--- config.mk ---
export PLATFORM = sky130hd
export DESIGN_NAME = nearest_palette_quantizer
export DESIGN_NICKNAME = d
export VERILOG_FILES = /design/src/rtl/npq_pkg.sv /design/src/rtl/nearest_palette_quantizer.sv
export SDC_FILE = /design/constraint.sdc
export NUM_CORES = 2
export LEC_CHECK = 0
export BUFFER_PORTS_ARGS = -buffer_cell sky130_fd_sc_hd__buf_2
export CELL_PAD_IN_SITES_DETAIL_PLACEMENT = 1
export CELL_PAD_IN_SITES_GLOBAL_PLACEMENT = 2
export CORE_MARGIN = 5
export CORE_UTILIZATION = 44
export DETAILED_ROUTE_END_ITERATION = 16
export GPL_TIMING_DRIVEN = 0
export PLACE_DENSITY_LB_ADDON = 0.12
export SLEW_MARGIN = 20
export SYNTH_ARGS = -nofsm -noshare
export SYNTH_HDL_FRONTEND = slang
export SYNTH_SLANG_ARGS = --single-unit
export TNS_END_PERCENT = 1
--- constraint.sdc ---
create_clock -name clock -period 21.4 [get_ports clock]
set_input_delay 6.42 -clock clock [delete_from_list [all_inputs] [get_ports clock]]
set_output_delay 6.42 -clock clock [all_outputs]
set_load 0.1 [all_outputs]
--- src/rtl/npq_pkg.sv ---
// Shared types and constants for the nearest palette quantizer.
// Holds the beat payload structs, field widths and the palette reset colors.
// No dependencies.
package npq_pkg;

   // Field and datapath widths.
   localparam int CHAN_W      = 8;
   localparam int COLOUR_W    = 3 * CHAN_W;
   localparam int SQ_W        = 2 * CHAN_W;
   localparam int DIST_W      = SQ_W + 2;
   localparam int PAL_IDX_W   = 3;
   localparam int PAL_SLOTS   = 8;
   localparam int CSR_INDEX_W = 8;

   // Default palette depth.
   localparam int PALETTE_SIZE_DEFAULT = 5;

   // Alpha of every result pixel: fully opaque.
   localparam logic [CHAN_W-1:0] ALPHA_OPAQUE = 8'hFF;

   // Distance given to unused tree slots; larger than any real distance.
   localparam logic [DIST_W-1:0] DIST_PAD = '1;

   // Input beat: one source pixel.
   typedef struct packed {
      logic [CHAN_W-1:0] in_red;
      logic [CHAN_W-1:0] in_green;
      logic [CHAN_W-1:0] in_blue;
   } req_pixel_type;

   // Output beat: snapped pixel and the chosen palette entry.
   typedef struct packed {
      logic [CHAN_W-1:0]    out_red;
      logic [CHAN_W-1:0]    out_green;
      logic [CHAN_W-1:0]    out_blue;
      logic [CHAN_W-1:0]    out_alpha;
      logic [PAL_IDX_W-1:0] chosen_index;
   } rsp_pixel_type;

   // Reset color of each palette slot, packed RGB with red on top.
   function automatic logic [COLOUR_W-1:0] pal_reset_colour(input logic [PAL_IDX_W-1:0] slot);
      logic [COLOUR_W-1:0] colour;
      case (slot)
         3'd1:    colour = 24'h8A908C;
         3'd2:    colour = 24'hFFFFFF;
         3'd3:    colour = 24'h00FF50;
         3'd4:    colour = 24'hFF1400;
         default: colour = 24'h000000;
      endcase
      return colour;
   endfunction

endpackage

--- src/rtl/nearest_palette_quantizer.sv ---
// Throughput one pixel per cycle while rsp_stall is low.
// The stages are channel difference, square, distance sum, minimum tree and output register;
// each stage holds its beat only while the stage after it is full and stalled.
// Reset (synchronous, active high) empties the pipeline and loads the default palette.
// Palette registers are written through the csr port, which is always ready.
// Top level of the nearest palette quantizer; depends on npq_pkg.
module nearest_palette_quantizer #(
   parameter int PALETTE_SIZE = npq_pkg::PALETTE_SIZE_DEFAULT
) (
   input  logic                             clock,
   input  logic                             reset,
   // Pixel input channel.
   input  logic                             req_valid,
   output logic                             req_stall,
   input  npq_pkg::req_pixel_type           req_data,
   // Result channel.
   output logic                             rsp_valid,
   input  logic                             rsp_stall,
   output npq_pkg::rsp_pixel_type           rsp_data,
   // Palette register write port.
   input  logic                             csr_valid,
   output logic                             csr_ready,
   input  logic [npq_pkg::CSR_INDEX_W-1:0]  csr_index,
   input  logic [npq_pkg::COLOUR_W-1:0]     csr_data
);

   localparam int IDX_W  = (PALETTE_SIZE > 1) ? $clog2(PALETTE_SIZE) : 1;
   localparam int CW     = npq_pkg::CHAN_W;
   localparam int SW     = npq_pkg::SQ_W;
   localparam int DW     = npq_pkg::DIST_W;
   localparam int PIW    = npq_pkg::PAL_IDX_W;
   localparam int SLOTS  = npq_pkg::PAL_SLOTS;

   // Palette registers.
   logic [npq_pkg::COLOUR_W-1:0] palette_ff [PALETTE_SIZE];
   logic                         csr_hit;

   // Pipeline valids and per-stage ready.
   logic s1_valid_ff, s2_valid_ff, s3_valid_ff, s4_valid_ff, s5_valid_ff;
   logic s1_ready, s2_ready, s3_ready, s4_ready, s5_ready;

   // Stage payloads.
   logic [CW-1:0]    diff_in [PALETTE_SIZE][3];
   logic [CW-1:0]    diff_ff [PALETTE_SIZE][3];
   logic [SW-1:0]    sq_ff   [PALETTE_SIZE][3];
   logic [DW-1:0]    dist_in [PALETTE_SIZE];
   logic [DW-1:0]    dist_ff [PALETTE_SIZE];

   // Minimum tree.
   logic [DW-1:0]    leaf_dist [SLOTS];
   logic [PIW-1:0]   leaf_idx  [SLOTS];
   logic [DW-1:0]    l1_dist   [SLOTS/2];
   logic [PIW-1:0]   l1_idx    [SLOTS/2];
   logic [DW-1:0]    l2_dist   [SLOTS/4];
   logic [PIW-1:0]   l2_idx    [SLOTS/4];
   logic [DW-1:0]    best_dist_in;
   logic [PIW-1:0]   best_idx_in;
   logic [DW-1:0]    best_dist_ff;
   logic [PIW-1:0]   best_idx_ff;

   npq_pkg::rsp_pixel_type rsp_in;
   npq_pkg::rsp_pixel_type rsp_ff;
   logic [npq_pkg::COLOUR_W-1:0] chosen_colour;

   // Palette writes; indices at or beyond the palette depth are dropped.
   assign csr_ready = 1'b1;
   assign csr_hit   = csr_valid && (csr_index < npq_pkg::CSR_INDEX_W'(PALETTE_SIZE));

   always_ff @(posedge clock) begin
      if (reset) begin
         for (int i = 0; i < PALETTE_SIZE; i++) begin
            palette_ff[i] <= npq_pkg::pal_reset_colour(PIW'(i));
         end
      end else if (csr_hit) begin
         palette_ff[csr_index[IDX_W-1:0]] <= csr_data;
      end
   end

   // A stage takes a new beat when it is empty or its content moves on.
   assign s5_ready  = !s5_valid_ff || !rsp_stall;
   assign s4_ready  = !s4_valid_ff || s5_ready;
   assign s3_ready  = !s3_valid_ff || s4_ready;
   assign s2_ready  = !s2_valid_ff || s3_ready;
   assign s1_ready  = !s1_valid_ff || s2_ready;
   assign req_stall = !s1_ready;

   always_ff @(posedge clock) begin
      if (reset) begin
         s1_valid_ff <= 1'b0;
         s2_valid_ff <= 1'b0;
         s3_valid_ff <= 1'b0;
         s4_valid_ff <= 1'b0;
         s5_valid_ff <= 1'b0;
      end else begin
         if (s1_ready) s1_valid_ff <= req_valid;
         if (s2_ready) s2_valid_ff <= s1_valid_ff;
         if (s3_ready) s3_valid_ff <= s2_valid_ff;
         if (s4_ready) s4_valid_ff <= s3_valid_ff;
         if (s5_ready) s5_valid_ff <= s4_valid_ff;
      end
   end

   // Stage 1: absolute channel differences against every palette entry.
   always_comb begin
      logic [CW-1:0] pix [3];
      logic [CW-1:0] pal [3];
      pix[0] = req_data.in_red;
      pix[1] = req_data.in_green;
      pix[2] = req_data.in_blue;
      for (int i = 0; i < PALETTE_SIZE; i++) begin
         pal[0] = palette_ff[i][3*CW-1:2*CW];
         pal[1] = palette_ff[i][2*CW-1:CW];
         pal[2] = palette_ff[i][CW-1:0];
         for (int c = 0; c < 3; c++) begin
            diff_in[i][c] = (pix[c] > pal[c]) ? (pix[c] - pal[c]) : (pal[c] - pix[c]);
         end
      end
   end

   always_ff @(posedge clock) begin
      if (s1_ready && req_valid) begin
         diff_ff <= diff_in;
      end
   end

   // Stage 2: square each difference.
   always_ff @(posedge clock) begin
      if (s2_ready && s1_valid_ff) begin
         for (int i = 0; i < PALETTE_SIZE; i++) begin
            for (int c = 0; c < 3; c++) begin
               sq_ff[i][c] <= SW'(diff_ff[i][c] * diff_ff[i][c]);
            end
         end
      end
   end

   // Stage 3: squared Euclidean distance per entry.
   always_comb begin
      for (int i = 0; i < PALETTE_SIZE; i++) begin
         dist_in[i] = DW'(sq_ff[i][0]) + DW'(sq_ff[i][1]) + DW'(sq_ff[i][2]);
      end
   end

   always_ff @(posedge clock) begin
      if (s3_ready && s2_valid_ff) begin
         dist_ff <= dist_in;
      end
   end

   // Stage 4: three-level minimum tree. Lower indices sit on the left and
   // win ties; unused slots carry a distance no real entry can reach.
   always_comb begin
      for (int i = 0; i < SLOTS; i++) begin
         leaf_idx[i]  = PIW'(i);
         leaf_dist[i] = npq_pkg::DIST_PAD;
      end
      for (int i = 0; i < PALETTE_SIZE; i++) begin
         leaf_dist[i] = dist_ff[i];
      end
      for (int i = 0; i < SLOTS/2; i++) begin
         if (leaf_dist[2*i+1] < leaf_dist[2*i]) begin
            l1_dist[i] = leaf_dist[2*i+1];
            l1_idx[i]  = leaf_idx[2*i+1];
         end else begin
            l1_dist[i] = leaf_dist[2*i];
            l1_idx[i]  = leaf_idx[2*i];
         end
      end
      for (int i = 0; i < SLOTS/4; i++) begin
         if (l1_dist[2*i+1] < l1_dist[2*i]) begin
            l2_dist[i] = l1_dist[2*i+1];
            l2_idx[i]  = l1_idx[2*i+1];
         end else begin
            l2_dist[i] = l1_dist[2*i];
            l2_idx[i]  = l1_idx[2*i];
         end
      end
      if (l2_dist[1] < l2_dist[0]) begin
         best_dist_in = l2_dist[1];
         best_idx_in  = l2_idx[1];
      end else begin
         best_dist_in = l2_dist[0];
         best_idx_in  = l2_idx[0];
      end
   end

   always_ff @(posedge clock) begin
      if (s4_ready && s3_valid_ff) begin
         best_dist_ff <= best_dist_in;
         best_idx_ff  <= best_idx_in;
      end
   end

   // Stage 5: fetch the chosen color into the output register.
   assign chosen_colour = palette_ff[best_idx_ff[IDX_W-1:0]];

   always_comb begin
      rsp_in.out_red      = chosen_colour[3*CW-1:2*CW];
      rsp_in.out_green    = chosen_colour[2*CW-1:CW];
      rsp_in.out_blue     = chosen_colour[CW-1:0];
      rsp_in.out_alpha    = npq_pkg::ALPHA_OPAQUE;
      rsp_in.chosen_index = best_idx_ff;
   end

   always_ff @(posedge clock) begin
      if (s5_ready && s4_valid_ff) begin
         rsp_ff <= rsp_in;
      end
   end

   assign rsp_valid = s5_valid_ff;
   assign rsp_data  = rsp_ff;

   // The winning entry is always a real palette entry.
   assert property (@(posedge clock) disable iff (reset)
      rsp_valid |-> ({1'b0, rsp_data.chosen_index} < (PIW+1)'(PALETTE_SIZE)))
      else $error("chosen index beyond palette depth");

   // The winner is never farther than entry zero.
   assert property (@(posedge clock) disable iff (reset)
      s4_valid_ff |-> (best_dist_ff <= $past(dist_ff[0]) || !$past(s4_ready)))
      else $error("tree result farther than entry zero");

   // A beat in the tree stage reaches the output when the output can take it.
   assert property (@(posedge clock) disable iff (reset)
      (s4_valid_ff && s5_ready) |=> rsp_valid)
      else $error("beat lost between tree and output stage");

   // An accepted request always fills the first stage.
   assert property (@(posedge clock) disable iff (reset)
      (req_valid && !req_stall) |=> s1_valid_ff)
      else $error("accepted request did not enter the pipeline");

endmodule

-- Word-level counts from Yosys, hierarchy flattened
Memory sizes are Yosys's and may differ from the RTL's. A register that Yosys moved wholly into a read port is not among the register bits.
Cells that the tools add are included.
- bits in registers: 221
- RAM bits: 360
- output and inout bits: 38
- logic and storage cells: 166
- memories kept: 2
- memories (name ; words ; width ; rd ports ; clocked after memory_dff ; wr ports ; RTL line ; text):
    sq_ff ; 5 ; 48 ; 5 ; 0 ; 5 ; nearest_palette_quantizer.sv:45 ; logic [SW-1:0] sq_ff [PALETTE_SIZE][3];
    palette_ff ; 5 ; 24 ; 6 ; 1 ; 5 ; nearest_palette_quantizer.sv:35 ; logic [npq_pkg::COLOUR_W-1:0] palette_ff [PALETTE_SIZE];
- add/sub/neg operators: 40
- multiply operators: 15
- magnitude comparators: 22
- muxes and demuxes: 41
- reduce and logical (&&, ||, !) cells: 19
- operators with widths (kind ; count):
    8-bit by 8-bit multiplier with 16-bit output ; 15
    8-bit subtractor ; 30
    24-bit two-way mux ; 6
    8-bit > comparator ; 15
    8-bit two-way mux ; 15
    17-bit by 16-bit adder with 18-bit output ; 5
    18-bit two-way mux ; 5
    16-bit by 16-bit adder with 17-bit output ; 5
    18-bit less-than comparator ; 4
    18-bit less-than comparator (first input constant) ; 2
    24-bit OR reduction ; 1
    3-bit two-way mux ; 4
    1-bit two-way mux ; 11
    8-bit by 3-bit less-than comparator with 1-bit output (second input constant) ; 1
    1-bit logical NOT ; 7
    1-bit logical AND ; 6
    1-bit logical OR ; 5

-- Longest topological paths before layout
- depth after elaboration: 8
- gate-level depth with buffers: 30

-- Worst setup path after synthesis
Ideal clock, no wire load.
- path type: in2reg
- from: in rsp_stall
- to: mem sq_ff[0][0] (netlist bit), enable pin
- setup time: 945 ps
- arrival time: 17922 ps
- data required time: 20455 ps
- path slack: 2533 ps
- stages: 3
- buffers on the path: 1
- path through: and3_1 clkbuf_1 a31oi_1
- RTL lines (item ; RTL line ; text):
    start, declared ; nearest_palette_quantizer.sv:18 ; input logic rsp_stall,
    end, declared ; nearest_palette_quantizer.sv:45 ;

-- Worst setup path after layout
- from: in rsp_stall
- to: out req_stall
- word-level cells in the longest chain between the ends: 7
- RTL lines (item ; RTL line ; text):
    1-bit logical NOT ; nearest_palette_quantizer.sv:80 ; assign s5_ready = !s5_valid_ff || !rsp_stall;
    1-bit logical OR ; nearest_palette_quantizer.sv:80 ;
    1-bit logical OR ; nearest_palette_quantizer.sv:81 ; assign s4_ready = !s4_valid_ff || s5_ready;
    1-bit logical OR ; nearest_palette_quantizer.sv:82 ; assign s3_ready = !s3_valid_ff || s4_ready;
    1-bit logical OR ; nearest_palette_quantizer.sv:83 ; assign s2_ready = !s2_valid_ff || s3_ready;
    1-bit logical OR ; nearest_palette_quantizer.sv:84 ; assign s1_ready = !s1_valid_ff || s2_ready;
    1-bit logical NOT ; nearest_palette_quantizer.sv:85 ; assign req_stall = !s1_ready;
    end, declared ; nearest_palette_quantizer.sv:14 ; output logic req_stall,
No other way between the ends.

==> flow_metrics.env <==
export IMPL_max_freq_mhz=68.6
export IMPL_worst_pin_slew_ns=1.20
export IMPL_leakage_nw=31.7
export IMPL_clk_latency_ns=0.68
export IMPL_grt_pass1_wl_mm=270
export IMPL_crit_family="buffers and inverters"
export IMPL_fillCellCount=15200
export IMPL_drv_slew=0
export IMPL_yosys_warnings=0
export IMPL_powerDensity_nw_per_um2=173
export IMPL_synth_edf_count=657
export IMPL_cts_setup_buffers=0
export IMPL_antenna_found_initial=24
export IMPL_post_route_min_period_ns=14.58
export IMPL_instances_no_fill=7968
export IMPL_critPathLaunchType="input port"
export IMPL_clkTransAtPathRegs_ns=0.05
export IMPL_nets=7376
export IMPL_viasPerCell=5.31
export IMPL_fp_dieH_um=386
export IMPL_ys_ff_latch=662
export IMPL_layout_drive_gt1_share=0.0741
export IMPL_dpl_worst_slack_ns=6.81
export IMPL_initial_core_util=0.444
export IMPL_crit_buf_inv=4
export IMPL_die_x_um=386
export IMPL_fin_crit_sh=0.681
export IMPL_multi_input_area_um2=39000
export IMPL_seq_area_frac_synth=0.319
export IMPL_syn_avg_cell_area_um2=10.8
export IMPL_drc=0
export IMPL_synthArstFlopShare=0
export IMPL_syn_area_um2=62100
export IMPL_io_buffers=89
export IMPL_grt_max_degree=27
export IMPL_worstPathRequired_ns=14.98
export IMPL_slowest_stage="buf_2"
export IMPL_dp_cells=7813
export IMPL_drt_wl_total_mm=173
export IMPL_slowest_delay_ns=0.46
export IMPL_grt_pass1_vias=45100
export IMPL_finalSetupViolations=0
export IMPL_path_class="input port to primary output"
export IMPL_cts_num_sinks=662
export IMPL_postSynthCellCount=5726
export IMPL_cts_buffer_depth=3
export IMPL_slew_headroom=0.203
export IMPL_grt_overflow=0
export IMPL_hold_violations=0
export IMPL_drt_initial_drc_count=2388
export IMPL_crit_path_frequent_cell="buf_2"
export IMPL_fin_ws_ns=6.82
export IMPL_dr_pass1_iters=5
export IMPL_syn2layout_area_growth_pct=10.4
export IMPL_pin_count=99
export IMPL_coreArea_um2=140000
export IMPL_globalplace_congestion=0.858
export IMPL_ant_nets=0
export IMPL_skew_ns=0.0222
export IMPL_grt_usage=0.237
export IMPL_crit_path_max_fanout=7
export IMPL_dieArea_um2=149000
export IMPL_total_power_mw=11.8
export IMPL_cts_hold_buf=0
export IMPL_h_tree_depth=3
export IMPL_num_vias=42300
export IMPL_clock_root_buffer="clkbuf_16"
export IMPL_min_path_type="flip-flop to flip-flop"
export IMPL_holdWs_ns=0.520
export IMPL_cts_resized=0
export IMPL_rows=137
export IMPL_outcome="complete, no violations"
export IMPL_wire_per_inst_um=21.8
export IMPL_ys_flop_type="edfxtp_1"
export IMPL_yosysUniqueCellTypes=78
export IMPL_tns_ns=0
export IMPL_cp_arrival_ns=8.16
export IMPL_hpwl_mm=145
export IMPL_critical_path_endpoint_type="primary output"
export IMPL_cts_tree="built"
export IMPL_ir_drop_mv=0.0908
export IMPL_cp_cell_sequence="buf_2 -> and3_1 -> clkbuf_1 -> nand4_1 -> inv_1 -> buf_2"
export IMPL_seqCellArea_um2=19800
export IMPL_numCtsBuffers=81
export IMPL_rsz0062_at_grt="no"
export IMPL_max_cap_violations=0
path summary, 6_finish.rpt:
path,start,to,slack [ns],depth (start not counted)
max,rsp_stall,req_stall,6.82,6
min,s4_valid_ff$_SDFFE_PP0P_,rsp_valid$_SDFFE_PP0P_,0.52,2
max reg2reg,dist_ff[65]$_DFFE_PP_,best_idx_ff[0]$_SDFFCE_PN0P_,14.15,29
min reg2reg,s4_valid_ff$_SDFFE_PP0P_,rsp_valid$_SDFFE_PP0P_,0.52,2
final cells by class:
| class | instances | area share |
|---|---|---|
| inverter | 862 | 0.0472 |
| clock buffer | 104 | 0.0315 |
| timing repair buffer | 115 | 0.0156 |
| tap | 1876 | 0.0342 |
| antenna | 5 | 0.000183 |
| clock inverter | 46 | 0.00613 |
| buffer | 109 | 0.00706 |
| multi-input combinational | 4189 | 0.569 |
| sequential | 662 | 0.289 |
kinds of logic (layout without fill, tap and decap cells):
family                     after synthesis  in the layout  synth area share
buffers and inverters                  971           1236            0.0598
xor gates and xnor gates               405            405            0.0571
AOI/OAI and AO/OA                      850            850            0.0920
DFF                                    662            662             0.319
adders and majority gates             1295           1295             0.319
other                                    2            103          0.000121
muxes                                  165            165            0.0375
and+or+nand+nor                       1376           1376             0.115
cells in the mapped netlist, types with 13 or more instances:
cell,count,area share
or3_1,19,0.0019
nor2_1,252,0.015
or2_2,15,0.0015
nand2_1,309,0.019
edfxtp_1,657,0.32
mux4_2,48,0.017
mux2_2,58,0.011
fa_1,485,0.16
xor2_1,122,0.017
and2_1,317,0.032
and3_1,24,0.0024
o21ai_0,120,0.0097
a21oi_1,249,0.020
nor2b_1,96,0.0097
mux2i_1,56,0.0090
inv_1,862,0.052
nand4_1,35,0.0035
xnor2_1,283,0.040
nand2b_1,80,0.0081
a21o_1,126,0.015
and4_1,13,0.0018
ha_1,810,0.16
buf_2,21,0.0017
o21a_1,44,0.0053
a211oi_1,42,0.0051
o21bai_1,66,0.0080
a31oi_1,16,0.0016
o2111ai_1,32,0.0045
nor3_1,47,0.0038
o21ai_1,35,0.0028
nand3_1,127,0.010
clkbuf_1,64,0.0039
routing by layer:
metal / GRT usage / up-vias / wire, µm
li1: - / 20000 / -
met1: 0.337 / 21500 / 81600
met2: 0.396 / 605 / 82100
met3: 0.0243 / 175 / 5760
met4: 0.0495 / 8 / 3870
met5: 0 / - / 54
power breakdown:
part	switching, mW	total, mW	internal [mW]
clock	0.581	1.36	0.777
sequential	0.263	2.52	2.26
combinational	4.51	7.95	3.44
total	5.36	11.8	6.47
metrics by stage:
step | cell area (µm²) | util
6_report | 68500 | 0.490
5_1_grt | 68500 | 0.490
3_3_place_gp | 65300 | 0.467
4_1_cts | 68500 | 0.490
2_1_floorplan | 62500 | -
3_5_place_dp | 66000 | 0.472
worst reg2reg max path, delay by kind of cell, from the launching register on:
kind	cells	cell delay, ns
AOI/OAI and AO/OA	17	3.66
adders and majority gates	3	0.99
buffers and inverters	2	0.76
DFF	1	0.48
and+or+nand+nor	7	1.20
cells in the final DEF, fill, tap and decap left out, types with 85 or more instances in the layout:
| master | instances |
|---|---|
| nand3_1 | 127 |
| buf_2 | 115 |
| nor2_1 | 251 |
| a21o_1 | 126 |
| conb_1 | 98 |
| clkbuf_1 | 85 |
| nor2b_1 | 96 |
| inv_1 | 862 |
| xor2_1 | 122 |
| ha_1 | 810 |
| edfxtp_1 | 657 |
| xnor2_1 | 283 |
| o21ai_0 | 120 |
| a21oi_1 | 249 |
| nand2_1 | 309 |
| and2_1 | 317 |
| fa_1 | 485 |
state kept, by name, indices dropped and copies added (netlist names):
name,flops
diff_ff,120
best_idx_ff,3
s2_valid_ff,1
s1_valid_ff,1
dist_ff,90
s4_valid_ff,1
rsp_data,27
s3_valid_ff,1
sq_ff,225
palette_ff,192
rsp_valid,1
No activity file was read; power rests on OpenSTA's default activity.
